==> config.mk <==
export PLATFORM = sky130hd
export DESIGN_NAME = escape_key_decoder_cursor_control_top
export DESIGN_NICKNAME = d
export VERILOG_FILES = /design/src/rtl/esckd_pkg.sv /design/src/rtl/esckd_decode.sv /design/src/rtl/esckd_cursor.sv /design/src/rtl/escape_key_decoder_cursor_control_top.sv
export SDC_FILE = /design/constraint.sdc
export NUM_CORES = 1
export LEC_CHECK = 0
export BUFFER_PORTS_ARGS = -buffer_cell sky130_fd_sc_hd__buf_4
export CAP_MARGIN = 15
export CORE_ASPECT_RATIO = 0.9
export CORE_MARGIN = 8
export CORE_UTILIZATION = 30
export CTS_CLUSTER_DIAMETER = 80
export DETAILED_ROUTE_END_ITERATION = 8
export GPL_TIMING_DRIVEN = 0
export PLACE_DENSITY = 0.54
export SLEW_MARGIN = 15
export SYNTH_ARGS = -nofsm -noshare
export SYNTH_HDL_FRONTEND = slang
export SYNTH_SLANG_ARGS = --single-unit
==> constraint.sdc <==
create_clock -name aclk -period 12.55 [get_ports aclk]
set_input_delay 0.6275 -clock aclk [delete_from_list [all_inputs] [get_ports aclk]]
set_output_delay 0.6275 -clock aclk [all_outputs]
set_load 0.1 [all_outputs]
==> src/rtl/esckd_pkg.sv <==
// shared types, key codes and byte constants of the escape key decoder
package esckd_pkg;

    localparam int unsigned DimW = 10;
    localparam int unsigned KeyW = 9;
    localparam int unsigned ByteW = 8;

    localparam logic [DimW-1:0] RowsReset = 10'd24;
    localparam logic [DimW-1:0] ColsReset = 10'd80;

    // register indexes
    localparam logic RegScreenRows = 1'b0;
    localparam logic RegScreenCols = 1'b1;

    // input kinds
    localparam logic KindByte = 1'b0;
    localparam logic KindTimeout = 1'b1;

    // bytes of interest
    localparam logic [ByteW-1:0] ByteEsc = 8'h1b;
    localparam logic [ByteW-1:0] ByteBracket = 8'h5b;
    localparam logic [ByteW-1:0] ByteUpperO = 8'h4f;
    localparam logic [ByteW-1:0] ByteTilde = 8'h7e;
    localparam logic [ByteW-1:0] ByteDigit0 = 8'h30;
    localparam logic [ByteW-1:0] ByteDigit9 = 8'h39;
    localparam logic [ByteW-1:0] ByteUpperA = 8'h41;
    localparam logic [ByteW-1:0] ByteUpperB = 8'h42;
    localparam logic [ByteW-1:0] ByteUpperC = 8'h43;
    localparam logic [ByteW-1:0] ByteUpperD = 8'h44;
    localparam logic [ByteW-1:0] ByteUpperH = 8'h48;
    localparam logic [ByteW-1:0] ByteUpperF = 8'h46;

    // key codes
    localparam logic [KeyW-1:0] KeyEsc = 9'd27;
    localparam logic [KeyW-1:0] KeyCtrlC = 9'd3;
    localparam logic [KeyW-1:0] KeyLeft = 9'd256;
    localparam logic [KeyW-1:0] KeyRight = 9'd257;
    localparam logic [KeyW-1:0] KeyUp = 9'd258;
    localparam logic [KeyW-1:0] KeyDown = 9'd259;
    localparam logic [KeyW-1:0] KeyDel = 9'd260;
    localparam logic [KeyW-1:0] KeyHome = 9'd261;
    localparam logic [KeyW-1:0] KeyEnd = 9'd262;
    localparam logic [KeyW-1:0] KeyPgUp = 9'd263;
    localparam logic [KeyW-1:0] KeyPgDn = 9'd264;

    // tilde sequence digits
    localparam logic [3:0] DigHome1 = 4'd1;
    localparam logic [3:0] DigDel = 4'd3;
    localparam logic [3:0] DigEnd4 = 4'd4;
    localparam logic [3:0] DigPgUp = 4'd5;
    localparam logic [3:0] DigPgDn = 4'd6;
    localparam logic [3:0] DigHome7 = 4'd7;
    localparam logic [3:0] DigEnd8 = 4'd8;

    typedef enum logic [1:0] {
        PH_IDLE  = 2'd0,
        PH_ESC   = 2'd1,
        PH_LEAD  = 2'd2,
        PH_DIGIT = 2'd3
    } phase_t;

    typedef enum logic [1:0] {
        LC_OTHER   = 2'd0,
        LC_BRACKET = 2'd1,
        LC_O       = 2'd2
    } lead_t;

    typedef struct packed {
        phase_t     phase;
        lead_t      lead;
        logic [3:0] digit;
    } dec_state_t;

    typedef struct packed {
        logic            valid;
        logic [KeyW-1:0] code;
    } key_t;

endpackage

==> src/rtl/esckd_decode.sv <==
// byte and timeout decoder: sequence state step and emitted key
module esckd_decode (
    input  esckd_pkg::dec_state_t          state_cur,
    input  logic                           kind,
    input  logic [esckd_pkg::ByteW-1:0]    byte_in,
    output esckd_pkg::dec_state_t          state_nxt,
    output esckd_pkg::key_t                key
);

    logic is_digit;

    assign is_digit = (byte_in >= esckd_pkg::ByteDigit0) && (byte_in <= esckd_pkg::ByteDigit9);

    always_comb begin
        state_nxt = state_cur;
        key.valid = 1'b0;
        key.code = esckd_pkg::KeyEsc;
        if (kind == esckd_pkg::KindTimeout) begin
            // timeout inside a sequence flushes a bare escape
            if (state_cur.phase != esckd_pkg::PH_IDLE) begin
                state_nxt.phase = esckd_pkg::PH_IDLE;
                key.valid = 1'b1;
            end
        end else begin
            case (state_cur.phase)
                esckd_pkg::PH_IDLE: begin
                    if (byte_in == esckd_pkg::ByteEsc) begin
                        state_nxt.phase = esckd_pkg::PH_ESC;
                    end else begin
                        key.valid = 1'b1;
                        key.code = {1'b0, byte_in};
                    end
                end
                esckd_pkg::PH_ESC: begin
                    state_nxt.phase = esckd_pkg::PH_LEAD;
                    if (byte_in == esckd_pkg::ByteBracket) begin
                        state_nxt.lead = esckd_pkg::LC_BRACKET;
                    end else if (byte_in == esckd_pkg::ByteUpperO) begin
                        state_nxt.lead = esckd_pkg::LC_O;
                    end else begin
                        state_nxt.lead = esckd_pkg::LC_OTHER;
                    end
                end
                esckd_pkg::PH_LEAD: begin
                    state_nxt.phase = esckd_pkg::PH_IDLE;
                    key.valid = 1'b1;
                    case (state_cur.lead)
                        esckd_pkg::LC_BRACKET: begin
                            if (is_digit) begin
                                state_nxt.digit = 4'(byte_in - esckd_pkg::ByteDigit0);
                                state_nxt.phase = esckd_pkg::PH_DIGIT;
                                key.valid = 1'b0;
                            end else if (byte_in == esckd_pkg::ByteUpperA) begin
                                key.code = esckd_pkg::KeyUp;
                            end else if (byte_in == esckd_pkg::ByteUpperB) begin
                                key.code = esckd_pkg::KeyDown;
                            end else if (byte_in == esckd_pkg::ByteUpperC) begin
                                key.code = esckd_pkg::KeyRight;
                            end else if (byte_in == esckd_pkg::ByteUpperD) begin
                                key.code = esckd_pkg::KeyLeft;
                            end
                        end
                        esckd_pkg::LC_O: begin
                            if (byte_in == esckd_pkg::ByteUpperH) begin
                                key.code = esckd_pkg::KeyHome;
                            end else if (byte_in == esckd_pkg::ByteUpperF) begin
                                key.code = esckd_pkg::KeyEnd;
                            end
                        end
                        default: begin
                        end
                    endcase
                end
                default: begin
                    state_nxt.phase = esckd_pkg::PH_IDLE;
                    key.valid = 1'b1;
                    if (byte_in == esckd_pkg::ByteTilde) begin
                        case (state_cur.digit)
                            esckd_pkg::DigHome1, esckd_pkg::DigHome7: key.code = esckd_pkg::KeyHome;
                            esckd_pkg::DigDel:                        key.code = esckd_pkg::KeyDel;
                            esckd_pkg::DigEnd4, esckd_pkg::DigEnd8:   key.code = esckd_pkg::KeyEnd;
                            esckd_pkg::DigPgUp:                       key.code = esckd_pkg::KeyPgUp;
                            esckd_pkg::DigPgDn:                       key.code = esckd_pkg::KeyPgDn;
                            default:                                  key.code = esckd_pkg::KeyEsc;
                        endcase
                    end
                end
            endcase
        end
    end

endmodule

==> src/rtl/esckd_cursor.sv <==
// cursor update: clamp to screen bounds then apply the key
module esckd_cursor (
    input  logic [esckd_pkg::KeyW-1:0] key_code,
    input  logic [esckd_pkg::DimW-1:0] screen_rows,
    input  logic [esckd_pkg::DimW-1:0] screen_cols,
    input  logic [esckd_pkg::DimW-1:0] col_cur,
    input  logic [esckd_pkg::DimW-1:0] row_cur,
    output logic [esckd_pkg::DimW-1:0] col_nxt,
    output logic [esckd_pkg::DimW-1:0] row_nxt
);

    logic [esckd_pkg::DimW-1:0] max_col;
    logic [esckd_pkg::DimW-1:0] max_row;
    logic [esckd_pkg::DimW-1:0] col_clamp;
    logic [esckd_pkg::DimW-1:0] row_clamp;
    logic [esckd_pkg::DimW:0]   row_sum;

    assign max_col = (screen_cols == '0) ? '0 : screen_cols - 1'b1;
    assign max_row = (screen_rows == '0) ? '0 : screen_rows - 1'b1;
    assign col_clamp = (col_cur > max_col) ? max_col : col_cur;
    assign row_clamp = (row_cur > max_row) ? max_row : row_cur;
    assign row_sum = {1'b0, row_clamp} + {1'b0, screen_rows};

    always_comb begin
        col_nxt = col_clamp;
        row_nxt = row_clamp;
        case (key_code)
            esckd_pkg::KeyLeft:  if (col_clamp != '0) col_nxt = col_clamp - 1'b1;
            esckd_pkg::KeyRight: if (col_clamp < max_col) col_nxt = col_clamp + 1'b1;
            esckd_pkg::KeyUp:    if (row_clamp != '0) row_nxt = row_clamp - 1'b1;
            esckd_pkg::KeyDown:  if (row_clamp < max_row) row_nxt = row_clamp + 1'b1;
            esckd_pkg::KeyHome:  col_nxt = '0;
            esckd_pkg::KeyEnd:   col_nxt = max_col;
            esckd_pkg::KeyPgUp: begin
                row_nxt = (row_clamp > screen_rows) ? row_clamp - screen_rows : '0;
            end
            esckd_pkg::KeyPgDn: begin
                row_nxt = (row_sum > {1'b0, max_row}) ? max_row : row_sum[esckd_pkg::DimW-1:0];
            end
            default: begin
            end
        endcase
    end

endmodule

==> src/rtl/escape_key_decoder_cursor_control_top.sv <==
// top level of the vt100 escape key decoder with cursor tracking
//
// takes one transfer per cycle on the s_ side: a terminal byte (tuser low) or a read
// timeout tick (tuser high). escape sequences are decoded into key codes (arrows, home,
// end, delete, page up/down; unknown sequences and timeouts inside a sequence give a
// bare escape 27), and each decoded key leaves on the m_ side with the cursor column
// and row after the key is applied and a quit flag for ctrl-c. bytes that only advance
// a sequence, and timeouts while idle, produce no result. decode and cursor update are
// one combinational pass from the decoder state into the result register (or the skid
// register while a result waits); one item is taken per cycle while s_tready is high. a
// two-entry output stage (result register plus skid register) keeps s_tready high while
// one result waits; s_tready drops only while both are full. screen_rows (index 0) and
// screen_cols (index 1) are written on the cfg_ port, by the user only while the block
// is idle (the block does not enforce this); they reset to 24 and 80.
module escape_key_decoder_cursor_control_top #(
    parameter logic [esckd_pkg::DimW-1:0] ROWS_RESET = esckd_pkg::RowsReset,
    parameter logic [esckd_pkg::DimW-1:0] COLS_RESET = esckd_pkg::ColsReset
) (
    input  logic        aclk,
    input  logic        aresetn,
    // configuration write port
    input  logic        cfg_we,
    input  logic        cfg_index,
    input  logic [9:0]  cfg_wdata,
    // input channel
    input  logic        s_tvalid,
    output logic        s_tready,
    input  logic [7:0]  s_tdata,   // [7:0] byte_in
    input  logic        s_tuser,   // [0] kind
    // result channel
    output logic        m_tvalid,
    input  logic        m_tready,
    output logic [31:0] m_tdata    // [8:0] key_code, [18:9] cursor_col, [28:19] cursor_row,
                                   // [29] quit, [31:30] zero
);

    localparam int unsigned PayW = esckd_pkg::KeyW + 2 * esckd_pkg::DimW + 1;

    // configuration registers
    logic [esckd_pkg::DimW-1:0] rows_reg;
    logic [esckd_pkg::DimW-1:0] cols_reg;

    // decoder and cursor state
    esckd_pkg::dec_state_t      dec_reg;
    esckd_pkg::dec_state_t      dec_next;
    logic [esckd_pkg::DimW-1:0] col_reg;
    logic [esckd_pkg::DimW-1:0] row_reg;
    logic [esckd_pkg::DimW-1:0] col_next;
    logic [esckd_pkg::DimW-1:0] row_next;
    esckd_pkg::key_t            key;

    // output stage
    logic            out_valid_reg;
    logic [PayW-1:0] out_data_reg;
    logic            skid_valid_reg;
    logic [PayW-1:0] skid_data_reg;

    logic            in_xfer;
    logic            out_xfer;
    logic            new_res;
    logic [PayW-1:0] new_data;

    assign s_tready = !skid_valid_reg;
    assign in_xfer = s_tvalid && s_tready;
    assign out_xfer = out_valid_reg && m_tready;
    assign new_res = in_xfer && key.valid;

    esckd_decode u_decode (
        .state_cur (dec_reg),
        .kind      (s_tuser),
        .byte_in   (s_tdata),
        .state_nxt (dec_next),
        .key       (key)
    );

    esckd_cursor u_cursor (
        .key_code    (key.code),
        .screen_rows (rows_reg),
        .screen_cols (cols_reg),
        .col_cur     (col_reg),
        .row_cur     (row_reg),
        .col_nxt     (col_next),
        .row_nxt     (row_next)
    );

    // quit, row, col, key from the top bit down
    assign new_data = {(key.code == esckd_pkg::KeyCtrlC), row_next, col_next, key.code};

    // configuration writes
    always_ff @(posedge aclk) begin
        if (!aresetn) begin
            rows_reg <= ROWS_RESET;
            cols_reg <= COLS_RESET;
        end else if (cfg_we) begin
            case (cfg_index)
                esckd_pkg::RegScreenRows: rows_reg <= cfg_wdata;
                esckd_pkg::RegScreenCols: cols_reg <= cfg_wdata;
                default: begin
                end
            endcase
        end
    end

    // decoder state advances on every input transfer, cursor only when a key is emitted
    always_ff @(posedge aclk) begin
        if (!aresetn) begin
            dec_reg <= '{phase: esckd_pkg::PH_IDLE, lead: esckd_pkg::LC_OTHER, digit: 4'd0};
            col_reg <= '0;
            row_reg <= '0;
        end else if (in_xfer) begin
            dec_reg <= dec_next;
            if (key.valid) begin
                col_reg <= col_next;
                row_reg <= row_next;
            end
        end
    end

    // result register with skid entry behind it
    always_ff @(posedge aclk) begin
        if (!aresetn) begin
            out_valid_reg <= 1'b0;
            skid_valid_reg <= 1'b0;
        end else if (out_xfer) begin
            if (skid_valid_reg) begin
                // skid full means no input was taken this cycle
                out_valid_reg <= 1'b1;
                skid_valid_reg <= 1'b0;
            end else begin
                out_valid_reg <= new_res;
            end
        end else if (!out_valid_reg) begin
            out_valid_reg <= new_res;
        end else if (new_res) begin
            skid_valid_reg <= 1'b1;
        end
    end

    always_ff @(posedge aclk) begin
        if (out_xfer && skid_valid_reg) begin
            out_data_reg <= skid_data_reg;
        end else if ((out_xfer || !out_valid_reg) && new_res) begin
            out_data_reg <= new_data;
        end
        if (out_valid_reg && !out_xfer && new_res) begin
            skid_data_reg <= new_data;
        end
    end

    assign m_tvalid = out_valid_reg;
    assign m_tdata = {{(32 - PayW){1'b0}}, out_data_reg};

    // skid entry is only used behind a full result register
    a_skid_behind_out: assert property (@(posedge aclk) disable iff (!aresetn)
        skid_valid_reg |-> out_valid_reg)
        else $error("skid entry valid while result register empty");

    // quit flag goes with ctrl-c only
    a_quit_key: assert property (@(posedge aclk) disable iff (!aresetn)
        m_tvalid |-> (m_tdata[29] == (m_tdata[8:0] == esckd_pkg::KeyCtrlC)))
        else $error("quit flag does not match key code");

    // a timeout always leaves the decoder idle
    a_timeout_idle: assert property (@(posedge aclk) disable iff (!aresetn)
        (in_xfer && s_tuser == esckd_pkg::KindTimeout) |=> (dec_reg.phase == esckd_pkg::PH_IDLE))
        else $error("decoder not idle after timeout");

    // a new result is never dropped while both output entries are full
    a_no_overrun: assert property (@(posedge aclk) disable iff (!aresetn)
        (skid_valid_reg && !m_tready) |=> skid_valid_reg)
        else $error("skid entry lost while output stalled");

endmodule
==> results of run 1 <==
-- area by class of cell --
type / count / share of cell area
inverters: 75 / 0.0260
clock buffers: 10 / 0.0232
flip-flops and latches: 110 / 0.259
clock inverters: 6 / 0.00660
repair buffers: 56 / 0.0426
well taps: 409 / 0.0473
plain buffers: 54 / 0.0210
multi-input cells: 890 / 0.574
-- worst max-delay path: cells and delay by family (launching register included) --
family          cells  cell delay (ps)
compound gates     14             4250
simple gates        7             2040
buf+inv             5             1280
fa+ha+maj           3             1020
mux                 2              940
flops               1              330
xor+xnor            1              160
-- logic make-up (layout without fill, tap and decap cells) --
kind of cell             after synthesis  after routing
multiplexers                          56             56
buffers and inverters                129            201
adder cells (fa/ha/maj)               80             80
other                                  1              2
AO/OA/AOI/OAI                        292            292
XOR/XNOR                              40             40
flip-flops                           110            110
AND/OR/NAND/NOR                      420            420
-- power by group through the flow --
stage	combinational, uW	clock [uW]	sequential (uW)
after global routing	629	326	421
after CTS	564	313	419
final	571	306	419
after global placement	556	0	428
after detailed placement	560	0	427
after floorplan	368	0	470
-- per-stage QoR --
stage,std cells,setup WS [ps],cell area [um^2],power [uW]
after floorplan,1129,4500,9500,838
after global placement,1592,2440,10400,984
after detailed placement,1594,2510,10500,987
after CTS,1610,2460,10800,1300
after global routing,1610,1660,10800,1380
final,1610,2230,10800,1300
-- Yosys cell counts, types with 6 or more instances --
master,instances,area (um^2)
nand2_1,109,409
and2_1,12,75.1
o21ai_1,14,70.1
a211oi_1,13,97.6
and3_1,8,50.1
edfxtp_1,60,1800
inv_1,74,278
o21ba_1,11,110
a21boi_0,19,143
o31a_1,7,61.3
nor3b_1,6,45.0
ha_1,78,976
nor3_1,43,215
a21oi_1,62,310
xor2_1,9,78.8
nand4_1,15,93.8
clkbuf_1,41,154
mux2_2,27,304
mux2i_1,27,270
nand3_1,33,165
xnor2_1,31,272
nor2b_1,18,113
nand2b_1,14,87.6
nand4b_1,6,52.6
o22ai_1,7,43.8
dfxtp_1,50,1000
nor2_1,86,323
buf_2,7,35.0
a31oi_1,12,75.1
o21ai_0,55,275
nor4_1,16,100
or3_1,12,75.1
o211ai_1,10,75.1
-- layout by cell type, fill, tap and decap left out, types with 13 or more instances in the layout --
cell type,n
ha_1,78
o21ai_0,54
o21ai_1,14
dfxtp_1,50
a21boi_0,19
inv_1,74
nand4_1,15
mux2_2,27
nor2b_1,18
edfxtp_1,60
xnor2_1,31
nand2_1,109
nor2_1,86
nor4_1,15
nand2b_1,14
clkbuf_1,41
nor3_1,43
nand3_1,33
mux2i_1,27
a21oi_1,62
buf_4,58
a211oi_1,13
-- metal layers --
layer  wire [um]  GRT usage  up-vias
li1            -          -     4295
met1       15400      0.239     4229
met2       12700      0.240      294
met3        2400     0.0369       34
met4         465     0.0339        0
met5           0          0        -
-- worst min path at each step --
stage	start	end	slack (ps)	depth (start not counted)
3_5_place_dp	cols_reg[1]$_SDFFE_PN0P_	cols_reg[1]$_SDFFE_PN0P_	490	2
3_3_place_gp	skid_valid_reg$_SDFFE_PP0P_	skid_valid_reg$_SDFFE_PP0P_	490	2
6_report	cols_reg[1]$_SDFFE_PN0P_	cols_reg[1]$_SDFFE_PN0P_	500	2
2_1_floorplan	cols_reg[5]$_SDFFE_PN0P_	cols_reg[5]$_SDFFE_PN0P_	460	2
5_1_grt	cfg_wdata[6]	cols_reg[6]$_SDFFE_PN1P_	500	3
4_1_cts	cfg_wdata[4]	cols_reg[4]$_SDFFE_PN1P_	490	3
==> flow_summary.toml, run 1 <==
[grt]
grt_util_all_layers = 0.163
grt.overflow.total = 0
grt_pass1_wl_um = 48700
antenna_found_initial = 0
grt_pass1_vias = 8378
grt_max_degree = 22

[cts]
clock_path_buffers = 2
cts_resized = 0
cts_hold_buf = 0
root_buffer = "clkbuf_16"
clock_sinks = 110
clock_latency_ps = 370
cts_max_level = 3
cts_inserted_buffers = 9
cts_setup_buffers = 0
clk_pin_slew_worst_paths_ps = 80
cts_tree = "built"

[setup_path]
rrSetupSlack_ps = 2230
worstSetupEndpointType = "register"
ff2ff_path_depth = 32
endpoint = "out_data_reg[21]$_DFFE_PP_"
crit_required_ps = 12620
cpMaxStageDelayCell = "mux2i_1"
reg2reg_to = "out_data_reg[21]$_DFFE_PP_"
slowest_delay_ps = 760
crit_path_start_kind = "register"
critPathLaunch = "rows_reg[2]$_SDFFE_PN0P_"
r2r_start = "rows_reg[2]$_SDFFE_PN0P_"
crit_type = "register to register"
cp.arrival_ps = 10390
critPathMaxFanout = 10

[route]
drtIter0Drc = 709
route.final.wire_length_um = 31000
dr.pass1.iters = 8
post_drt_wl_per_cell_um = 19.3
ant_nets = 0
drc = 0
dr_total_vias = 8852
avgViaCountPerCell = 5.50

[power_and_ir_drop]
seqPwrFrac = 0.323
power_frac_comb = 0.441
max-vdd-ir-drop_v = 0.0000826
clockPowerShare = 0.236
p_leak_uw = 0.00422
switchingPower_uw = 540
p_int_uw = 756
power.density_nw_per_um2 = 120
switching_share = 0.417

[logic_synthesis]
async_reset_ff_frac = 0
synth_top_family_by_area = "simple AND/OR/NAND/NOR gates"
synth_enable_flop_cells = 60
synthCells = 1128
synthMuxAreaShare = 0.0629
ys_types = 96
synth_compound_gate_area_share = 0.214
synth-xor-area-share = 0.0369
synthFlopType = "edfxtp_1"
netlist_area_um2 = 9490
yosys.area_share.simple = 0.230
synth_seq_cells = 110
yosysSeqAreaShare = 0.295
synth_warnings = 0
synthAdderAreaFrac = 0.107
syn_avg_cell_area_um2 = 8.41

[place]
placement.io_buffers = 54
place_hpwl_um = 24800
routabilityCongestion = 0.949

[floorplanning]
die_x_um = 203
die_area_um2 = 37600
die_height_um = 185
num_rows = 61
initial_utilization = 0.306
coreArea_um2 = 31000
io_pins = 59

[timing]
finalCriticalPeriod_ps = 10320
setup_tns_ps = 0
grt_setup_unrepaired = "no"
finClkSkew_ps = 13.8
setup_viol = 0
maxSlewViolCount = 0
holdWs_ps = 500
hold_violations = 0
relSlewSlack = 0.239
max_freq_ghz = 0.0969
fin_crit_sh = 0.822
tightest_slew_ps = 1130

[final_layout]
multi_input_area_um2 = 6200
utilization = 0.349
fin_nets = 1301
syn_to_final_growth_pct = 13.9
seqCellArea_um2 = 2800
n_antenna_cell = 0
fillCellCount = 3320
drive_gt1_frac = 0.122

[run_status]
status = "completed"

[run]
cap_violations = 0

[worst_hold_path]
min_path_type = "register to register"
(Power assumes the default switching activity.)
==> run 2: changes to the inputs <==
- PLACE_DENSITY: 0.54 -> 0.56
- clock period: 12.55 -> 9.3 ns (I/O delays scaled with it)
==> run 2 against run 1 <==
Net effect:
- core utilization increased by 0.64 points
- wire length rose by 1.2%
- critical path type unchanged
- clock-buffer cell count shrank 1
- largest cell class unchanged
- setup slack got worse by 1800 ps
- sequential power up 35%
==> flow_summary.toml, run 2 (synthesis gave the netlist of run 1 again) <==
[timing]
fin_crit_sh = 0.954
tightest_slew_ps = 1290
maxSlewViolCount = 0
finalCriticalPeriod_ps = 8870
grt_setup_unrepaired = "no"
setup_tns_ps = 0
max_freq_ghz = 0.113
relSlewSlack = 0.132
finalWorstSetupSlack_ps = 430
setup_viol = 0
finClkSkew_ps = 7.30
hold_violations = 0

[cts]
root_buffer = "clkbuf_16"
clock_sinks = 110
cts_hold_buf = 0
clock_path_buffers = 2
cts_tree = "built"
cts_max_level = 3
cts_inserted_buffers = 9
clock_latency_ps = 360
clk_pin_slew_worst_paths_ps = 80

[setup_path]
crit_type = "register to register"
cpMaxStageDelayCell = "or4_1"
critPathMaxFanout = 10
slowest_delay_ps = 520
crit_path_start_kind = "register"
crit_required_ps = 9400
path_common_cell = "ha_1"
ff2ff_path_depth = 34
worstSetupEndpointType = "register"
cp.arrival_ps = 8970

[route]
dr_total_vias = 8870
drtIter0Drc = 704
post_drt_wl_per_cell_um = 19.4
dr.pass1.iters = 6
route.final.wire_length_um = 31400
drc = 0
avgViaCountPerCell = 5.48
ant_nets = 0

[grt]
grt_pass1_vias = 8300
grt_util_all_layers = 0.162
antenna_found_initial = 0
grt.overflow.total = 0
grt_max_degree = 23
grt_pass1_wl_um = 48400

[final_layout]
drive_gt1_frac = 0.144
fin_area_um2 = 11000
syn_to_final_growth_pct = 16.0
fin_nets = 1311
stdcell_count = 1620
layout_commonest_cell = "nand2_1"
n_antenna_cell = 0
layout_common_cells = "nand2_1 (109), nor2_1 (86), ha_1 (78), inv_1 (74), buf_4 (70)"

[run_status]
status = "completed"

[worst_hold_path]
min_path_type = "input pin to register"
min_path_cells = 3

[floorplanning]
io_pins = 59
die_x_um = 203
initial_utilization = 0.306
num_rows = 61
die_height_um = 185
coreArea_um2 = 31000
die_area_um2 = 37600

[place]
placement.io_buffers = 54
routabilityCongestion = 0.930
place_inst = 1594
pre_cts_slack_ps = -880
placed_area_um2 = 10500
place_hpwl_um = 24700

[run]
cap_violations = 0

[power_and_ir_drop]
max-vdd-ir-drop_v = 0.000102
p_leak_uw = 0.00431
power.density_nw_per_um2 = 161
[run 2: metal layers]
metal	GRT usage	wire (um)	vias to the layer above
li1	-	-	4307
met1	0.233	15200	4227
met2	0.240	13200	306
met3	0.0423	2600	30
met4	0.0313	388	0
met5	0	0	-
[run 2: worst paths after layout]
path / start / endpoint / slack (ps)
min: cfg_wdata[6] / cols_reg[6]$_SDFFE_PN1P_ / 370
max: rows_reg[2]$_SDFFE_PN0P_ / out_data_reg[23]$_DFFE_PP_ / 430
max reg2reg: rows_reg[2]$_SDFFE_PN0P_ / out_data_reg[23]$_DFFE_PP_ / 430
min reg2reg: cols_reg[5]$_SDFFE_PN0P_ / cols_reg[5]$_SDFFE_PN0P_ / 510
[run 2: what timing repair did]
action | in CTS | in global routing
pin swaps | 0 | 2
resized for setup | 15 | 15
setup endpoints to repair | 29 | 30
setup buffers | 0 | 12
[run 2: worst max-delay path, delay by kind of cell (launching register included)]
| family | cells | cell delay (ps) |
|---|---|---|
| compound gates | 12 | 2640 |
| simple gates | 9 | 2550 |
| buf+inv | 7 | 1470 |
| fa+ha+maj | 3 | 910 |
| mux | 2 | 560 |
| flops | 1 | 320 |
| xor+xnor | 1 | 140 |
[run 2: final cells by class]
class / instances / area (um^2)
plain buffers: 52 / 225
clock buffers: 9 / 225
clock inverters: 7 / 90.1
fillers: 3267 / 20000
inverters: 75 / 282
multi-input cells: 890 / 6320
flip-flops and latches: 110 / 2800
well taps: 409 / 512
repair buffers: 68 / 551
[run 2: power by group]
part	switching, uW	total (uW)	internal [uW]	leakage (uW)
Combinational	515	807	292	0.00320
Sequential	22.0	564	542	0.000968
Clock	211	405	194	0.000147
Total	748	1780	1030	0.00431
[run 2: through the flow]
stage          utilization  hold slack [ps]  power (uW)
2_1_floorplan            -              464        1130
3_3_place_gp         0.336              493        1320
3_5_place_dp         0.338              496        1330
4_1_cts              0.351              358        1750
5_1_grt              0.355              378        1870
6_report             0.355              370        1780
==> run 3: changes to the inputs <==
- ABC_CLOCK_PERIOD_IN_PS: default -> 9300
- CORE_ASPECT_RATIO: 0.9 -> 0.7
- SKIP_LAST_GASP: default -> 1
==> run 3 against run 2 <==
Net effect:
- highest routed layer unchanged
- clock power is 9.6% lower
- total power is 1.7% lower
- die area rose by 0.22%
- sequential share of layout area rose by 0.17 points
- register-to-register slack worse by 40 ps
- setup slack worse by 43 ps
- clock-buffer cell count rose by 2
- sequential power is essentially flat
==> flow_summary.toml, run 3 (synthesis gave the netlist of run 1 again) <==
[grt]
grt_pass1_wl_um = 49300
grt_util_all_layers = 0.166
grt_pass1_vias = 8225
antenna_found_initial = 0
grt_max_degree = 31
grt.overflow.total = 0

[floorplanning]
die_area_um2 = 37700
die_x_um = 229
coreArea_um2 = 31100
num_rows = 54
initial_utilization = 0.305
io_pins = 59
die_height_um = 165

[final_layout]
stdcell_count = 1624
drive_gt1_frac = 0.137
syn_to_final_growth_pct = 15.2
n_antenna_cell = 0
layout_common_cells = "nand2_1 (109), nor2_1 (85), ha_1 (78), inv_1 (73), buf_4 (64)"
layout_commonest_cell = "nand2_1"
fin_nets = 1304
fillCellCount = 3213

[route]
drc = 0
dr.pass1.iters = 5
avgViaCountPerCell = 5.46
ant_nets = 0
route.final.wire_length_um = 31800
dr_total_vias = 8873
post_drt_wl_per_cell_um = 19.6
drtIter0Drc = 757

[setup_path]
critPathMaxFanout = 10
path_common_cell = "ha_1"
crit_required_ps = 9410
crit_type = "register to register"
slowest_delay_ps = 580
worstSetupEndpointType = "register"
crit_path_start_kind = "register"
cpMaxStageDelayCell = "dfxtp_1"
cp.arrival_ps = 9030

[timing]
hold_violations = 0
maxSlewViolCount = 0
finClkSkew_ps = 6.52
setup_viol = 0
holdWs_ps = 343
tightest_slew_ps = 1230
finalWorstSetupSlack_ps = 388
finalCriticalPeriod_ps = 8910
max_freq_ghz = 0.112
relSlewSlack = 0.171
fin_crit_sh = 0.958

[worst_hold_path]
min_path_type = "input pin to register"

[cts]
cts_max_level = 3
cts_inserted_buffers = 9
clk_pin_slew_worst_paths_ps = 70
clock_latency_ps = 360
cts_tree = "built"
root_buffer = "clkbuf_16"
clock_sinks = 110
cts_hold_buf = 0
clock_path_buffers = 2

[place]
place_hpwl_um = 25500
place_inst = 1605
placement.io_buffers = 54
routabilityCongestion = 0.973
pre_cts_slack_ps = -787

[power_and_ir_drop]
p_leak_uw = 0.00426
max-vdd-ir-drop_v = 0.0000884
power.density_nw_per_um2 = 160

[run_status]
status = "completed"

[run]
cap_violations = 0
==> run 3: cell types whose count changed in the layout (fill, tap and decap cells not counted), sizes merged <==
cell and change:
clkinv -3, clkbuf +2, buf -7, clkinvlp +1
==> run 3: power breakdown <==
group / switching [uW] / leakage (uW) / internal, uW
clock network: 183 / 0.000127 / 183
logic: 525 / 0.00316 / 287
registers: 23.8 / 0.000968 / 543
==> run 3: layout make-up <==
cell class,count,area [um^2],area share
well taps,420,526,0.0481
repair buffers,62,498,0.0456
plain buffers,51,218,0.0199
clock inverters,5,35.0,0.00321
flip-flops and latches,110,2800,0.256
multi-input cells,890,6330,0.579
clock buffers,11,233,0.0213
inverters,75,285,0.0261
==> run 3: path summary, 6_finish.rpt <==
kind	startpoint	end	slack, ps	depth (start not counted)
max	rows_reg[1]$_SDFFE_PN0P_	out_data_reg[25]$_DFFE_PP_	390	33
min	cfg_wdata[3]	rows_reg[3]$_SDFFE_PN1P_	340	3
max reg2reg	rows_reg[1]$_SDFFE_PN0P_	out_data_reg[25]$_DFFE_PP_	390	33
min reg2reg	cols_reg[5]$_SDFFE_PN0P_	cols_reg[5]$_SDFFE_PN0P_	510	2
==> run 3: stage by stage <==
| step | TNS (ps) | util | cell area, um^2 | total power (uW) |
|---|---|---|---|---|
| 3_3_place_gp | -9640 | 0.335 | 10400 | 1330 |
| 4_1_cts | 0 | 0.347 | 10800 | 1720 |
| 6_report | 0 | 0.351 | 10900 | 1750 |
| 2_1_floorplan | 0 | - | 9500 | 1130 |
| 3_5_place_dp | -10300 | 0.337 | 10500 | 1340 |
| 5_1_grt | -17.9 | 0.351 | 10900 | 1850 |
==> run 3: timing repair <==
action                     in CTS  in global routing
hold endpoints to repair        0                  0
pin swaps                       0                  2
setup endpoints to repair      28                 30
setup buffers                   0                  6
resized for setup              13                 16
==> run 3: per-layer routing <==
metal	vias up	global-route usage	part of all wire
li1	4288	-	-
met1	4246	0.257	0.51
met2	311	0.224	0.39
met3	28	0.0393	0.084
met4	0	0.0381	0.012
met5	-	0	0
==> run 3: worst max-delay path: cells and delay by family (launching register included) <==
family	cells	cell delay, ps
buffers and inverters	6	1250
XOR/XNOR	1	180
AO/OA/AOI/OAI	14	3110
flip-flops	1	580
AND/OR/NAND/NOR	6	1520
adder cells (fa/ha/maj)	4	1260
multiplexers	2	720
